$ cat src/sv/acex_pkg.sv
// ----------------------------------------------------------------------------
// acex_pkg
// Shared types and operation codes for the accumulator CPU execute unit.
// ----------------------------------------------------------------------------
package acex_pkg;

  localparam int unsigned QueueDepth = 2;

  typedef enum logic [5:0] {
    F_NOP = 6'd0, F_LDA = 6'd1, F_LDX = 6'd2, F_LDY = 6'd3, F_STA = 6'd4,
    F_STX = 6'd5, F_STY = 6'd6, F_ORA = 6'd7, F_AND = 6'd8, F_EOR = 6'd9,
    F_ADC = 6'd10, F_SBC = 6'd11, F_CMP = 6'd12, F_CPX = 6'd13, F_CPY = 6'd14,
    F_BIT = 6'd15, F_ASLA = 6'd16, F_LSRA = 6'd17, F_ROLA = 6'd18, F_RORA = 6'd19,
    F_ASLM = 6'd20, F_LSRM = 6'd21, F_ROLM = 6'd22, F_RORM = 6'd23, F_INC = 6'd24,
    F_DEC = 6'd25, F_INX = 6'd26, F_DEX = 6'd27, F_INY = 6'd28, F_DEY = 6'd29,
    F_TAX = 6'd30, F_TXA = 6'd31, F_TAY = 6'd32, F_TYA = 6'd33, F_TSX = 6'd34,
    F_TXS = 6'd35, F_PHA = 6'd36, F_PHP = 6'd37, F_PLA = 6'd38, F_PLP = 6'd39,
    F_CLC = 6'd40, F_SEC = 6'd41, F_CLI = 6'd42, F_SEI = 6'd43, F_CLD = 6'd44,
    F_SED = 6'd45, F_CLV = 6'd46, F_BPL = 6'd47, F_BMI = 6'd48, F_BVC = 6'd49,
    F_BVS = 6'd50, F_BCC = 6'd51, F_BCS = 6'd52, F_BNE = 6'd53, F_BEQ = 6'd54,
    F_ILL = 6'd55
  } func_t;

  // classified instruction travelling from front to back
  typedef struct packed {
    func_t       func;
    logic [7:0]  operand;
    logic        extra_read;
    logic [15:0] pc_base;
  } instr_t;

  typedef struct packed {
    logic [7:0]  write_data;
    logic        write_enable;
    logic        stack_access;
    logic [8:0]  stack_address;
    logic [7:0]  acc_out;
    logic [7:0]  x_out;
    logic [7:0]  y_out;
    logic [7:0]  sp_out;
    logic [7:0]  status_out;
    logic        branch_taken;
    logic [15:0] next_pc;
    logic [1:0]  extra_cycles;
  } result_t;

  localparam logic [7:0] ResetSp     = 8'hFD;
  localparam logic [7:0] ResetStatus = 8'h24;

endpackage

$ cat src/sv/acex_front.sv
// ----------------------------------------------------------------------------
// acex_front
// Decode the function code and queue instructions for the back end.
// ----------------------------------------------------------------------------
module acex_front import acex_pkg::*; #(
  parameter int unsigned DEPTH = QueueDepth
) (
  input  logic        clk,
  input  logic        rst_n,
  input  logic        push,
  output logic        full,
  input  logic [5:0]  in_func,
  input  logic [7:0]  in_operand,
  input  logic        in_page_crossed,
  input  logic [15:0] in_pc_base,
  output logic        q_valid,
  input  logic        q_take,
  output instr_t      q_head
);
  localparam int unsigned AW = (DEPTH > 1) ? $clog2(DEPTH) : 1;

  instr_t             mem_r [DEPTH];
  logic [AW-1:0]      wp_r, wp_nxt, rp_r, rp_nxt;
  logic [AW:0]        cnt_r, cnt_nxt;
  instr_t             cls;
  logic               wr, rd;

  always_comb begin
    cls.operand  = in_operand;
    cls.pc_base  = in_pc_base;
    cls.func     = (in_func > 6'd54) ? F_ILL : func_t'(in_func);
    unique case (cls.func)
      F_LDA, F_LDX, F_LDY, F_ORA, F_AND, F_EOR, F_ADC, F_SBC, F_CMP:
        cls.extra_read = in_page_crossed;
      default: cls.extra_read = 1'b0;
    endcase
  end

  assign full    = (cnt_r == (AW+1)'(DEPTH));
  assign q_valid = (cnt_r != '0);
  assign wr      = push && !full;
  assign rd      = q_take && q_valid;
  assign q_head  = mem_r[rp_r];

  always_comb begin
    wp_nxt  = wr ? ((wp_r == AW'(DEPTH-1)) ? '0 : wp_r + 1'b1) : wp_r;
    rp_nxt  = rd ? ((rp_r == AW'(DEPTH-1)) ? '0 : rp_r + 1'b1) : rp_r;
    cnt_nxt = cnt_r + (AW+1)'(wr) - (AW+1)'(rd);
  end

  always_ff @(posedge clk) begin
    if (!rst_n) begin
      wp_r  <= '0;
      rp_r  <= '0;
      cnt_r <= '0;
    end else begin
      wp_r  <= wp_nxt;
      rp_r  <= rp_nxt;
      cnt_r <= cnt_nxt;
    end
  end

  always_ff @(posedge clk) begin
    if (wr) begin
      mem_r[wp_r] <= cls;
    end
  end
endmodule

$ cat src/sv/acex_back.sv
// ----------------------------------------------------------------------------
// acex_back
// Execute queued instructions on the register file and hold the result.
// ----------------------------------------------------------------------------
module acex_back import acex_pkg::*; (
  input  logic    clk,
  input  logic    rst_n,
  input  logic    q_valid,
  output logic    q_take,
  input  instr_t  q_head,
  output logic    empty,
  input  logic    pop,
  output result_t res
);
  logic [7:0] a_r, a_nxt, x_r, x_nxt, y_r, y_nxt, sp_r, sp_nxt, p_r, p_nxt;
  logic       ov_r;
  result_t    res_r, r;
  logic [7:0] m, zv, sh, cmpr, add_m;
  logic       setzn, c_out, bset;
  logic [8:0] sum, diff;
  logic [15:0] tgt;

  assign m      = q_head.operand;
  assign empty  = !ov_r;
  assign res    = res_r;
  assign q_take = q_valid && (!ov_r || pop);
  assign add_m  = (q_head.func == F_SBC) ? ~m : m;
  assign sum    = {1'b0, a_r} + {1'b0, add_m} + {8'd0, p_r[0]};
  assign tgt    = q_head.pc_base + {{8{m[7]}}, m};

  always_comb begin
    a_nxt = a_r; x_nxt = x_r; y_nxt = y_r; sp_nxt = sp_r; p_nxt = p_r;
    r = '0;
    zv = 8'd0; setzn = 1'b0; sh = 8'd0; c_out = 1'b0; bset = 1'b0;
    cmpr = a_r;
    r.next_pc = q_head.pc_base;
    unique case (q_head.func)
      F_ASLA, F_ROLA, F_LSRA, F_RORA: sh = a_r;
      default: sh = m;
    endcase
    unique case (q_head.func)
      F_ASLA, F_ASLM: begin c_out = sh[7]; sh = {sh[6:0], 1'b0}; end
      F_ROLA, F_ROLM: begin c_out = sh[7]; sh = {sh[6:0], p_r[0]}; end
      F_LSRA, F_LSRM: begin c_out = sh[0]; sh = {1'b0, sh[7:1]}; end
      F_RORA, F_RORM: begin c_out = sh[0]; sh = {p_r[0], sh[7:1]}; end
      default: ;
    endcase
    unique case (q_head.func)
      F_CPX:   cmpr = x_r;
      F_CPY:   cmpr = y_r;
      default: cmpr = a_r;
    endcase
    diff = {1'b0, cmpr} - {1'b0, m};
    unique case (q_head.func)
      F_BPL, F_BMI: bset = p_r[7];
      F_BVC, F_BVS: bset = p_r[6];
      F_BCC, F_BCS: bset = p_r[0];
      default:      bset = p_r[1];
    endcase
    unique case (q_head.func)
      F_LDA: begin a_nxt = m; zv = m; setzn = 1'b1; end
      F_LDX: begin x_nxt = m; zv = m; setzn = 1'b1; end
      F_LDY: begin y_nxt = m; zv = m; setzn = 1'b1; end
      F_STA: begin r.write_data = a_r; r.write_enable = 1'b1; end
      F_STX: begin r.write_data = x_r; r.write_enable = 1'b1; end
      F_STY: begin r.write_data = y_r; r.write_enable = 1'b1; end
      F_ORA: begin zv = a_r | m; a_nxt = zv; setzn = 1'b1; end
      F_AND: begin zv = a_r & m; a_nxt = zv; setzn = 1'b1; end
      F_EOR: begin zv = a_r ^ m; a_nxt = zv; setzn = 1'b1; end
      F_ADC, F_SBC: begin
        zv = sum[7:0]; a_nxt = zv; setzn = 1'b1;
        p_nxt[0] = sum[8];
        p_nxt[6] = ~(a_r[7] ^ add_m[7]) & (a_r[7] ^ sum[7]);
      end
      F_CMP, F_CPX, F_CPY: begin
        zv = diff[7:0]; setzn = 1'b1; p_nxt[0] = !diff[8];
      end
      F_BIT: begin
        p_nxt[1] = ((a_r & m) == 8'd0); p_nxt[7] = m[7]; p_nxt[6] = m[6];
      end
      F_ASLA, F_LSRA, F_ROLA, F_RORA: begin
        a_nxt = sh; zv = sh; setzn = 1'b1; p_nxt[0] = c_out;
      end
      F_ASLM, F_LSRM, F_ROLM, F_RORM: begin
        r.write_data = sh; r.write_enable = 1'b1; zv = sh; setzn = 1'b1;
        p_nxt[0] = c_out;
      end
      F_INC: begin zv = m + 8'd1; r.write_data = zv; r.write_enable = 1'b1; setzn = 1'b1; end
      F_DEC: begin zv = m - 8'd1; r.write_data = zv; r.write_enable = 1'b1; setzn = 1'b1; end
      F_INX: begin zv = x_r + 8'd1; x_nxt = zv; setzn = 1'b1; end
      F_DEX: begin zv = x_r - 8'd1; x_nxt = zv; setzn = 1'b1; end
      F_INY: begin zv = y_r + 8'd1; y_nxt = zv; setzn = 1'b1; end
      F_DEY: begin zv = y_r - 8'd1; y_nxt = zv; setzn = 1'b1; end
      F_TAX: begin x_nxt = a_r; zv = a_r; setzn = 1'b1; end
      F_TXA: begin a_nxt = x_r; zv = x_r; setzn = 1'b1; end
      F_TAY: begin y_nxt = a_r; zv = a_r; setzn = 1'b1; end
      F_TYA: begin a_nxt = y_r; zv = y_r; setzn = 1'b1; end
      F_TSX: begin x_nxt = sp_r; zv = sp_r; setzn = 1'b1; end
      F_TXS: sp_nxt = x_r;
      F_PHA, F_PHP: begin
        r.write_data   = (q_head.func == F_PHA) ? a_r : (p_r | 8'h30);
        r.write_enable = 1'b1;
        r.stack_access = 1'b1;
        r.stack_address = {1'b1, sp_r};
        sp_nxt = sp_r - 8'd1;
      end
      F_PLA, F_PLP: begin
        sp_nxt = sp_r + 8'd1;
        r.stack_access = 1'b1;
        r.stack_address = {1'b1, sp_nxt};
        if (q_head.func == F_PLA) begin
          a_nxt = m; zv = m; setzn = 1'b1;
        end else begin
          p_nxt = (m & 8'hEF) | 8'h20;
        end
      end
      F_CLC: p_nxt[0] = 1'b0;
      F_SEC: p_nxt[0] = 1'b1;
      F_CLI: p_nxt[2] = 1'b0;
      F_SEI: p_nxt[2] = 1'b1;
      F_CLD: p_nxt[3] = 1'b0;
      F_SED: p_nxt[3] = 1'b1;
      F_CLV: p_nxt[6] = 1'b0;
      F_BPL, F_BMI, F_BVC, F_BVS, F_BCC, F_BCS, F_BNE, F_BEQ: begin
        if (bset == (q_head.func[0] == 1'b0)) begin
          r.branch_taken = 1'b1;
          r.next_pc      = tgt;
          r.extra_cycles = (tgt[15:8] != q_head.pc_base[15:8]) ? 2'd2 : 2'd1;
        end
      end
      default: ;
    endcase
    if (setzn) begin
      p_nxt[1] = (zv == 8'd0);
      p_nxt[7] = zv[7];
    end
    if (q_head.extra_read) r.extra_cycles = 2'd1;
    if (!r.stack_access) r.stack_address = {1'b1, sp_nxt};
    r.acc_out = a_nxt; r.x_out = x_nxt; r.y_out = y_nxt;
    r.sp_out = sp_nxt; r.status_out = p_nxt;
  end

  always_ff @(posedge clk) begin
    if (!rst_n) begin
      a_r <= '0; x_r <= '0; y_r <= '0; sp_r <= ResetSp; p_r <= ResetStatus;
      ov_r <= 1'b0;
    end else begin
      if (q_take) begin
        a_r <= a_nxt; x_r <= x_nxt; y_r <= y_nxt; sp_r <= sp_nxt; p_r <= p_nxt;
        ov_r <= 1'b1;
      end else if (pop) begin
        ov_r <= 1'b0;
      end
    end
  end

  always_ff @(posedge clk) begin
    if (q_take) begin
      res_r <= r;
    end
  end
endmodule

$ cat src/sv/accumulator_cpu_execute_unit.sv
// ----------------------------------------------------------------------------
// accumulator_cpu_execute_unit
// Binary 6502-style instruction execute unit with queue handshakes.
// ----------------------------------------------------------------------------
// One instruction enters per cycle unless the queue is full. Each is stored in
// a queue entry and its result then in the result register, which the back end
// loads only when it is empty or being popped; its register file update is the
// loop that sets this rate. A two-entry queue between the decode front end and
// the execute back end holds new instructions while the previous result waits.
module accumulator_cpu_execute_unit import acex_pkg::*; #(
  parameter int unsigned QUEUE_DEPTH = QueueDepth
) (
  input  logic        clk,
  input  logic        rst_n,
  input  logic        push,
  output logic        full,
  input  logic [5:0]  in_func,
  input  logic [7:0]  in_operand,
  input  logic        in_page_crossed,
  input  logic [15:0] in_pc_base,
  output logic        empty,
  input  logic        pop,
  output logic [7:0]  out_write_data,
  output logic        out_write_enable,
  output logic        out_stack_access,
  output logic [8:0]  out_stack_address,
  output logic [7:0]  out_acc_out,
  output logic [7:0]  out_x_out,
  output logic [7:0]  out_y_out,
  output logic [7:0]  out_sp_out,
  output logic [7:0]  out_status_out,
  output logic        out_branch_taken,
  output logic [15:0] out_next_pc,
  output logic [1:0]  out_extra_cycles
);
  logic    q_valid, q_take;
  instr_t  q_head;
  result_t res;

  acex_front #(.DEPTH(QUEUE_DEPTH)) u_front (
    .clk, .rst_n, .push, .full, .in_func, .in_operand, .in_page_crossed,
    .in_pc_base, .q_valid, .q_take, .q_head
  );

  acex_back u_back (
    .clk, .rst_n, .q_valid, .q_take, .q_head, .empty, .pop, .res
  );

  assign out_write_data    = res.write_data;
  assign out_write_enable  = res.write_enable;
  assign out_stack_access  = res.stack_access;
  assign out_stack_address = res.stack_address;
  assign out_acc_out       = res.acc_out;
  assign out_x_out         = res.x_out;
  assign out_y_out         = res.y_out;
  assign out_sp_out        = res.sp_out;
  assign out_status_out    = res.status_out;
  assign out_branch_taken  = res.branch_taken;
  assign out_next_pc       = res.next_pc;
  assign out_extra_cycles  = res.extra_cycles;
endmodule

$ cat config.mk
export PLATFORM = sky130hd
export DESIGN_NAME = accumulator_cpu_execute_unit
export DESIGN_NICKNAME = d
export VERILOG_FILES = /design/src/sv/acex_pkg.sv /design/src/sv/acex_front.sv /design/src/sv/acex_back.sv /design/src/sv/accumulator_cpu_execute_unit.sv
export SDC_FILE = /design/constraint.sdc
export NUM_CORES = 1
export LEC_CHECK = 0
export BUFFER_PORTS_ARGS = -buffer_cell sky130_fd_sc_hd__buf_4
export CORE_ASPECT_RATIO = 2
export CORE_UTILIZATION = 45
export DETAILED_ROUTE_END_ITERATION = 12
export GPL_TIMING_DRIVEN = 0
export HOLD_SLACK_MARGIN = 0.05
export PLACE_DENSITY = 0.64
export SYNTH_ARGS = -nofsm -noshare
export SYNTH_HDL_FRONTEND = slang
export SYNTH_SLANG_ARGS = --single-unit
$ cat constraint.sdc
create_clock -name clk -period 10 [get_ports clk]
set_clock_uncertainty 0.15 [all_clocks]
set_input_delay 2 -clock clk [delete_from_list [all_inputs] [get_ports clk]]
set_output_delay 2 -clock clk [all_outputs]
set_load 0.05 [all_outputs]
# Word-level counts from Yosys, hierarchy flattened
# Memories as Yosys holds them, arrays and structs flattened. A register that Yosys moved wholly into a read port is not among the register bits.
# Index checks and enable logic that the tools add are counted.
dict set report totals {
  mem_bits_rw 62
  regBits 123
  latchBits 0
  elab_cells 193
  rom_bits 0
  n_memories 1
}
# name depth word_bits rd rd_ports_with_merged_regs wr line
set memory_table {}
lappend memory_table {u_front.mem_r 2 31 1 1 1 acex_front.sv:22} ;# instr_t mem_r [DEPTH];
dict set report classes {
  n_eq_ne 66
  addsub 16
  reduce_logical 33
  muxes 42
  n_div 0
  shift 0
  n_lt_le_gt_ge 1
  mul 0
  bitwise_logic 11
}
# op n
set op_table {}
lappend op_table {{8-bit case mux with 18 select lines} 1}
lappend op_table {{6-bit == test (second input constant)} 23}
lappend op_table {{6-bit by 5-bit == test with 1-bit output (second input constant)} 16}
lappend op_table {{6-bit by 4-bit == test with 1-bit output (second input constant)} 13}
lappend op_table {{8-bit case mux with 9 select lines} 1}
lappend op_table {{8-bit case mux with 4 select lines} 2}
lappend op_table {{9-bit case mux with 7 select lines} 1}
lappend op_table {{8-bit two-way mux} 7}
lappend op_table {{8-bit case mux with 5 select lines} 1}
lappend op_table {{8-bit by 1-bit adder with 8-bit output (second input constant)} 4}
lappend op_table {{8-bit by 1-bit subtractor with 8-bit output (second input constant)} 4}
lappend op_table {{6-bit by 3-bit == test with 1-bit output (second input constant)} 5}
lappend op_table {{30-bit OR reduction} 1}
lappend op_table {{6-bit by 2-bit == test with 1-bit output (second input constant)} 4}
lappend op_table {{8-bit case mux with 3 select lines} 1}
lappend op_table {{2-bit OR reduction} 11}
lappend op_table {{10-bit case mux with 2 select lines} 1}
lappend op_table {{19-bit two-way mux} 1}
lappend op_table {{18-bit two-way mux} 1}
lappend op_table {{16-bit adder} 1}
lappend op_table {{8-bit zero test} 2}
lappend op_table {{8-bit case mux with 2 select lines} 1}
lappend op_table {{4-bit OR reduction} 4}
lappend op_table {{8-bit OR reduction} 2}
lappend op_table {{31 further kinds} 61}

# Depth between registers and ports, before layout
# Gate-level depths: netlist of the first run.
dict set report depth {
  depth_word 7
  ltp_mapped 20
  mapped_depth_nobuf 16
}

# Modules after synthesis
# Synthesis of the first run repeated with hierarchy kept, for this count alone.
dict set report hier_totals {
  hier_cells 1358
  hier_area_um2 12791.0
}
# mod n_inst cells_each area_each_um2 seq_area_each_um2
set by_module_without_submodules {}
lappend by_module_without_submodules {acex_back 1 1219 10247.3 3163.0}
lappend by_module_without_submodules {acex_front 1 139 2543.7 1961.9}

# Worst setup path after synthesis of the first run
# Ideal clock, no wire load.
dict set report synth_path {
  kind {in2reg}
  start {input pop}
  end {register u_front.cnt_r[1]}
  setup_ns 0.118
  arrival_time_ns 5.791
  path_slack_ns 3.941
  stages 9
  path_cell_list {o22ai_1 clkinv_1 clkbuf_1 ha_1 inv_1 ha_1 xor2_1 xnor2_1 nor2_1}
}
dict set report synth_between {
  elab_chain_cells 4
}
# item line
set synth_lines {}
lappend synth_lines {{from (decl)} accumulator_cpu_execute_unit.sv:22} ;# input logic pop,
lappend synth_lines {{1-bit logical OR} acex_back.sv:26} ;# assign q_take = q_valid && (!ov_r || pop);
lappend synth_lines {{1-bit logical AND} acex_back.sv:26}
lappend synth_lines {{via q_take} accumulator_cpu_execute_unit.sv:36} ;# logic q_valid, q_take;
lappend synth_lines {{1-bit logical AND} acex_front.sv:42} ;# assign rd = q_take && q_valid;
lappend synth_lines {{2-bit by 1-bit subtractor with 2-bit output} acex_front.sv:48} ;# cnt_nxt = cnt_r + (AW+1)'(wr) - (AW+1)'(rd);
lappend synth_lines {{to (signal assigned)} acex_front.sv:59} ;# cnt_r <= cnt_nxt;
lappend synth_lines {{to (decl)} acex_front.sv:24} ;# logic [AW:0] cnt_r, cnt_nxt;
# The timed path passes the listed nets, and every way through them passes these cells.
# A chain may end at the register's enable or synchronous reset.

==> impl_metrics.toml, run 1 <==
[sta]
slew_viol_final = 0
hold_viol = 0
max_freq_mhz = 158.2
setup_tns_ns = 0
fin_ws_ns = 3.677
rsz0062_at_grt = "no"
worstMarginPinSlew_ns = 1.454
fin_crit_ns = 6.323
setup_viol = 0
finalCritPeriodShare_pct = 63.23
relSlewSlack_pct = 2.176

[pwr]
leakage_nw = 5.634
power-per-cell-area_nw_per_um2 = 365.9
vdd_ir_drop_max_v = 0.0002257

[clocking]
cts-root-buf = "clkbuf_16"
cts_resized = 0
cts_tree = "yes"
cts.sinks = 186
clk_pin_slew_ns = 0.08
clockBufferDepth = 2
clock_latency_ns = 0.47
h-tree-depth = 4
cts_hold_buf = 0
cts_buffers = 17
cts_setup_buffers = 0

[route]
dr_wl_met2_um = 27730
via_count = 12324
detail-route-antenna-nets = 0
drt-met1-wl_um = 17630
drt_iter0_drc = 1134
route.detailed.drc = 0
drt_wl_total_um = 55640
wl_per_cell_um = 29.93
met3_length_um = 4016
highest_layer = "met5"
viasPerCell = 6.629
firstDrtPassIters = 8

[global_route]
grt_max_degree = 55
grt_pass1_vias = 12401
track_usage_pct = 39.43
antenna_found_initial = 2
grt_first_pass_wirelength_um = 79900
overflow = 0

[final_layout]
layout_commonest_cell = "nand2_1"
antenna_cells = 0
syn2layout_area_growth_pct = 15.79
final_cell_mix = "nand2_1, edfxtp_1, buf_4"
fin_nets = 1590
layout-drive-gt1-share_pct = 13.93
postLayoutCellArea_um2 = 14610

[floorplanning]
start_util_pct = 45.81
rows = 86
core_area_um2 = 27550
io_pins = 115
die_h_um = 238.8
fp.dieW_um = 120.4
dieArea_um2 = 28750

[logic_synthesis]
synth_top_family_by_area = "compound AO/OA/AOI/OAI gates"
yosys.area_share.simple_pct = 17.23
muxShareOfSynthArea_pct = 4.155
yosys_warnings = 0
synthTopCellsByArea = "edfxtp_1, dfxtp_1, ha_1"
synth_area_leader_cell = "edfxtp_1"
synth_compound_area_share_pct = 22.97
synth_xor_area_share_pct = 3.996
netlist_instances = 1355
synth_edf_count = 140
avgSynthCellArea_um2 = 9.312
synthAdderAreaFrac_pct = 6.287
synth_cell_types = 84
ys_ff_latch = 186
synthFlopType = "edfxtp_1"
synth_nets = 1451
yosysSeqAreaShare_pct = 40.61
syn_area_um2 = 12620
synth_top_cell_area_share_pct = 33.32
async_flop_share_pct = 0

[run]
drv_cap = 0

[setup_path]
start_kind = "register"
crit_type = "register to register"
timing.rr.end = "u_back.p_r[7]$_SDFFE_PN0P_"
reg2reg_depth = 14
worst_setup_path_end_kind = "register"
required_ns = 10.21
arrival_ns = 6.53
crit_path_max_fanout = 10
r2r_setup_slack_ns = 3.68

[place]
place_congestion = 1.056
post-place-ws_ns = 3.997
dpl_cell_area_um2 = 14020
port_buffers = 113
hpwl_um = 42560

[outcome]
status = "finished clean"

[min_path]
min_to = "u_back.p_r[4]$_SDFFE_PN0P_"
whs_path_depth = 2
hold_class = "register to register"
min_from = "u_back.p_r[4]$_SDFFE_PN0P_"
-- kinds of logic (layout without fill, tap and decap cells) --
logic type                 count (synthesis)  count (layout)
other                                      1               1
xor gates and xnor gates                  56              56
adders and majority gates                 61              61
DFF                                      186             186
buffers and inverters                    149             301
and+or+nand+nor                          461             461
muxes                                     47              47
AOI/OAI and AO/OA                        394             394
-- final cells by class --
cell class / count / area, µm²
Timing Repair Buffer: 120 / 932.1
Tap cell: 352 / 440.4
Clock buffer: 17 / 425.4
Multi-Input combinational cell: 1020 / 6934
Clock inverter: 15 / 155.1
Buffer: 87 / 365.4
Sequential cell: 186 / 5125
Fill cell: 2580 / 12940
Inverter: 62 / 232.7
-- state kept, by name (all words and copies together) (netlist names), named ones only --
signal / cells
u_back.res: 78
u_front.mem_r: 62
u_back.a_r: 8
u_back.p_r: 8
u_back.sp_r: 8
u_back.x_r: 8
u_back.y_r: 8
u_front.cnt_r: 2
u_back.ov_r: 1
u_front.rp_r: 1
u_front.wp_r: 1
-- layer usage --
layer | vias to the layer above | GRT usage [%]
met2 | 726 | 68.25
met5 | - | 0
met4 | 2 | 38.98
met3 | 312 | 8.683
met1 | 5878 | 37.39
li1 | 5406 | -
-- report_power, final --
| part | internal [mW] | leakage, nW | switching [mW] |
|---|---|---|---|
| sequential | 1.16 | 1.70 | 0.132 |
| combinational | 1.04 | 3.65 | 2.33 |
| clock | 0.334 | 0.287 | 0.346 |
| total | 2.54 | 5.63 | 2.81 |
-- cell usage after synthesis (11+ instances only) --
library cell	instances
inv_1	54
a221o_1	13
dfxtp_1	46
a211o_1	12
nand3_1	47
a22oi_1	41
o211ai_1	28
xnor2_1	36
nand2_1	177
nor2_1	100
ha_1	57
o21ai_0	65
o221ai_1	12
nand3b_1	11
o22ai_1	12
mux2i_1	26
mux2_2	17
a211oi_1	15
xor2_1	19
nor3_1	27
edfxtp_1	140
a21oi_1	46
a21boi_0	16
o211a_1	14
clkbuf_1	71
-- worst max-delay path: stages (launching register included) --
cell and delay [ns]:
dfxtp_1 0.37, buf_6 0.16, buf_2 0.26, buf_2 0.30
mux2i_1 1.08, clkinv_1 0.95, xnor2_1 0.35, ha_1 0.37
o21ai_0 0.09, a22oi_1 0.64, xor2_1 0.13, a211o_1 0.39
a2111oi_4 0.47, o21ai_1 0.23, o211a_1 0.26
-- through the flow --
| step | instances | util (%) | hold slack (ns) | power (mW) |
|---|---|---|---|---|
| CTS | 1859 | 53.02 | 0.2899 | 5.285 |
| global placement | 1820 | 50.49 | 0.2712 | 4.560 |
| floorplan | 1355 | - | 0.2575 | 3.488 |
| finish | 1859 | 53.04 | 0.2878 | 5.346 |
| global route | 1859 | 53.04 | 0.3210 | 5.579 |
| detailed placement | 1827 | 50.91 | 0.2765 | 4.597 |
-- how the worst max path moves through the flow --
stage	end	cells past startpoint
final	u_back.p_r[7]$_SDFFE_PN0P_	14
after global routing	u_back.res[20]$_DFFE_PP_	14
after CTS	u_back.p_r[7]$_SDFFE_PN0P_	14
after detailed placement	u_back.p_r[7]$_SDFFE_PN0P_	14
after global placement	u_front.cnt_r[1]$_SDFF_PN0_	10
after floorplan	u_front.cnt_r[1]$_SDFF_PN0_	9
(Power assumes the default switching activity.)
==> run 2, diff against run 1 <==
==> constraint.sdc (replaced) <==
create_clock -name clk -period 6.2 [get_ports clk]
set_clock_uncertainty 0.15 [all_clocks]
set_input_delay 1.24 -clock clk [delete_from_list [all_inputs] [get_ports clk]]
set_output_delay 1.24 -clock clk [all_outputs]
set_load 0.05 [all_outputs]
==> run 2 against run 1 <==
Effect of this change:
- the run now ends with capacitance limit left
- utilization is essentially flat
- combinational power grew 61%
- cell count is essentially flat
==> impl_metrics.toml, run 2 (synthesized netlist as in run 1, its figures left out) <==
[route]
drt_iter0_drc = 1292
detail-route-antenna-nets = 0
wl_per_cell_um = 29.87
via_count = 12299
drt_wl_total_um = 55490
viasPerCell = 6.619
firstDrtPassIters = 8
route.detailed.drc = 0

[floorplanning]
start_util_pct = 45.81
die_h_um = 238.8
dieArea_um2 = 28750
core_area_um2 = 27550
rows = 86
io_pins = 115
fp.dieW_um = 120.4

[setup_path]
path_buf_inv = 3
required_ns = 6.42
critPathTopFamily = "compound AO/OA/AOI/OAI gates"
start_kind = "register"
arrival_ns = 6.08
cp_cell_sequence = "buf_6, buf_2, nand3_1, nand2_1, clkbuf_1, nand2_1, xnor2_1, fa_1, a21o_1, a2bb2oi_1, a22oi_1, xor2_1, a211o_1, a2111oi_4, o21ai_1, o211a_1"
max_stage_delay_ns = 0.63
worst_path_most_repeated_cell = "nand2_1"
worst_setup_path_end_kind = "register"
crit_path_max_fanout = 10
cp_slowest_cell = "clkbuf_1"
crit_type = "register to register"

[sta]
slew_viol_final = 0
hold_viol = 0
setup_viol = 0
fin_crit_ns = 5.867
finalCritPeriodShare_pct = 94.63
max_freq_mhz = 170.4
rsz0062_at_grt = "no"
worstMarginPinSlew_ns = 1.471
relSlewSlack_pct = 1.021

[global_route]
track_usage_pct = 39.43
grt_max_degree = 55
antenna_found_initial = 2
grt_first_pass_wirelength_um = 79900
overflow = 0
grt_pass1_vias = 12401

[clocking]
cts_buffers = 17
cts_tree = "yes"
cts_setup_buffers = 0
clock_latency_ns = 0.47
clk_pin_slew_ns = 0.08
cts.sinks = 186
cts_resized = 0
h-tree-depth = 4
clockBufferDepth = 2
cts-root-buf = "clkbuf_16"
cts_hold_buf = 0

[final_layout]
layout_commonest_cell = "nand2_1"
fillers = 2580
postLayoutCellArea_um2 = 14620
antenna_cells = 0
multi_input_area_um2 = 6948
syn2layout_area_growth_pct = 15.87
final_cell_mix = "nand2_1, edfxtp_1, buf_4"
fin_util_pct = 53.08
fin_nets = 1589
layout-drive-gt1-share_pct = 14.21
largest_reg_flops = 78
seq_area_um2 = 5125

[run]
drv_cap = 1

[place]
dpl_cell_area_um2 = 14020
port_buffers = 113
place_congestion = 1.056
hpwl_um = 42560

[pwr]
leakage_nw = 5.633
total_power_mw = 8.629
power-per-cell-area_nw_per_um2 = 590.2
vdd_ir_drop_max_v = 0.0003642

[outcome]
violations = "capacitance limit"
status = "finished, violations left"

[min_path]
hold_class = "register to register"
==> run 2: cell types whose count changed in the layout (fill, tap and decap cells not counted), sizes merged <==
cell	before	now
buf	136	135
==> run 2: through the flow <==
stage	worst slack (ns)	hold slack, ns	cells	setup TNS [ns]
finish	0.3326	0.2879	1858	0
global route	0.1262	0.3210	1858	0
CTS	0.1549	0.2899	1859	0
detailed placement	0.1969	0.2765	1827	0
global placement	-0.9338	0.2712	1820	-12.69
floorplan	0.9010	0.2575	1355	0
==> run 2: report_power, final <==
part	total (mW)	switching (mW)	internal, mW
registers	2.09	0.214	1.87
logic	5.44	3.76	1.68
clock network	1.10	0.558	0.538
==> run 2: layer usage <==
| metal | global-route usage, % | up-vias | part of all wire, % |
|---|---|---|---|
| met5 | 0 | - | 0.041 |
| met3 | 8.683 | 302 | 6.8 |
| met2 | 68.25 | 694 | 50 |
| li1 | - | 5406 | - |
| met1 | 37.39 | 5893 | 32 |
| met4 | 38.98 | 4 | 11 |
==> run 2: worst paths after layout <==
path | start | to | slack, ns | cells past startpoint
hold reg to reg | u_back.p_r[4]$_SDFFE_PN0P_ | u_back.p_r[4]$_SDFFE_PN0P_ | 0.29 | 2
setup reg to reg | register | u_back.p_r[7]$_SDFFE_PN0P_ | 0.33 | 16
setup / recovery | register | u_back.p_r[7]$_SDFFE_PN0P_ | 0.33 | 16
hold / removal | u_back.p_r[4]$_SDFFE_PN0P_ | u_back.p_r[4]$_SDFFE_PN0P_ | 0.29 | 2
==> run 2: final cells by class <==
class | count | area share (%)
repair buffers | 120 | 6.376
flip-flops and latches | 186 | 35.05
well taps | 352 | 3.012
plain buffers | 86 | 2.473
clock inverters | 15 | 1.061
clock buffers | 17 | 2.910
inverters | 62 | 1.592
multi-input cells | 1020 | 47.52
==> run 2: worst reg2reg max path: cells and delay by family (launching register included) <==
kind | cells | cell delay (ns)
compound gates | 7 | 2.03
xor+xnor | 2 | 0.51
fa+ha+maj | 1 | 0.50
buf+inv | 3 | 1.04
flops | 1 | 0.37
simple gates | 3 | 1.16
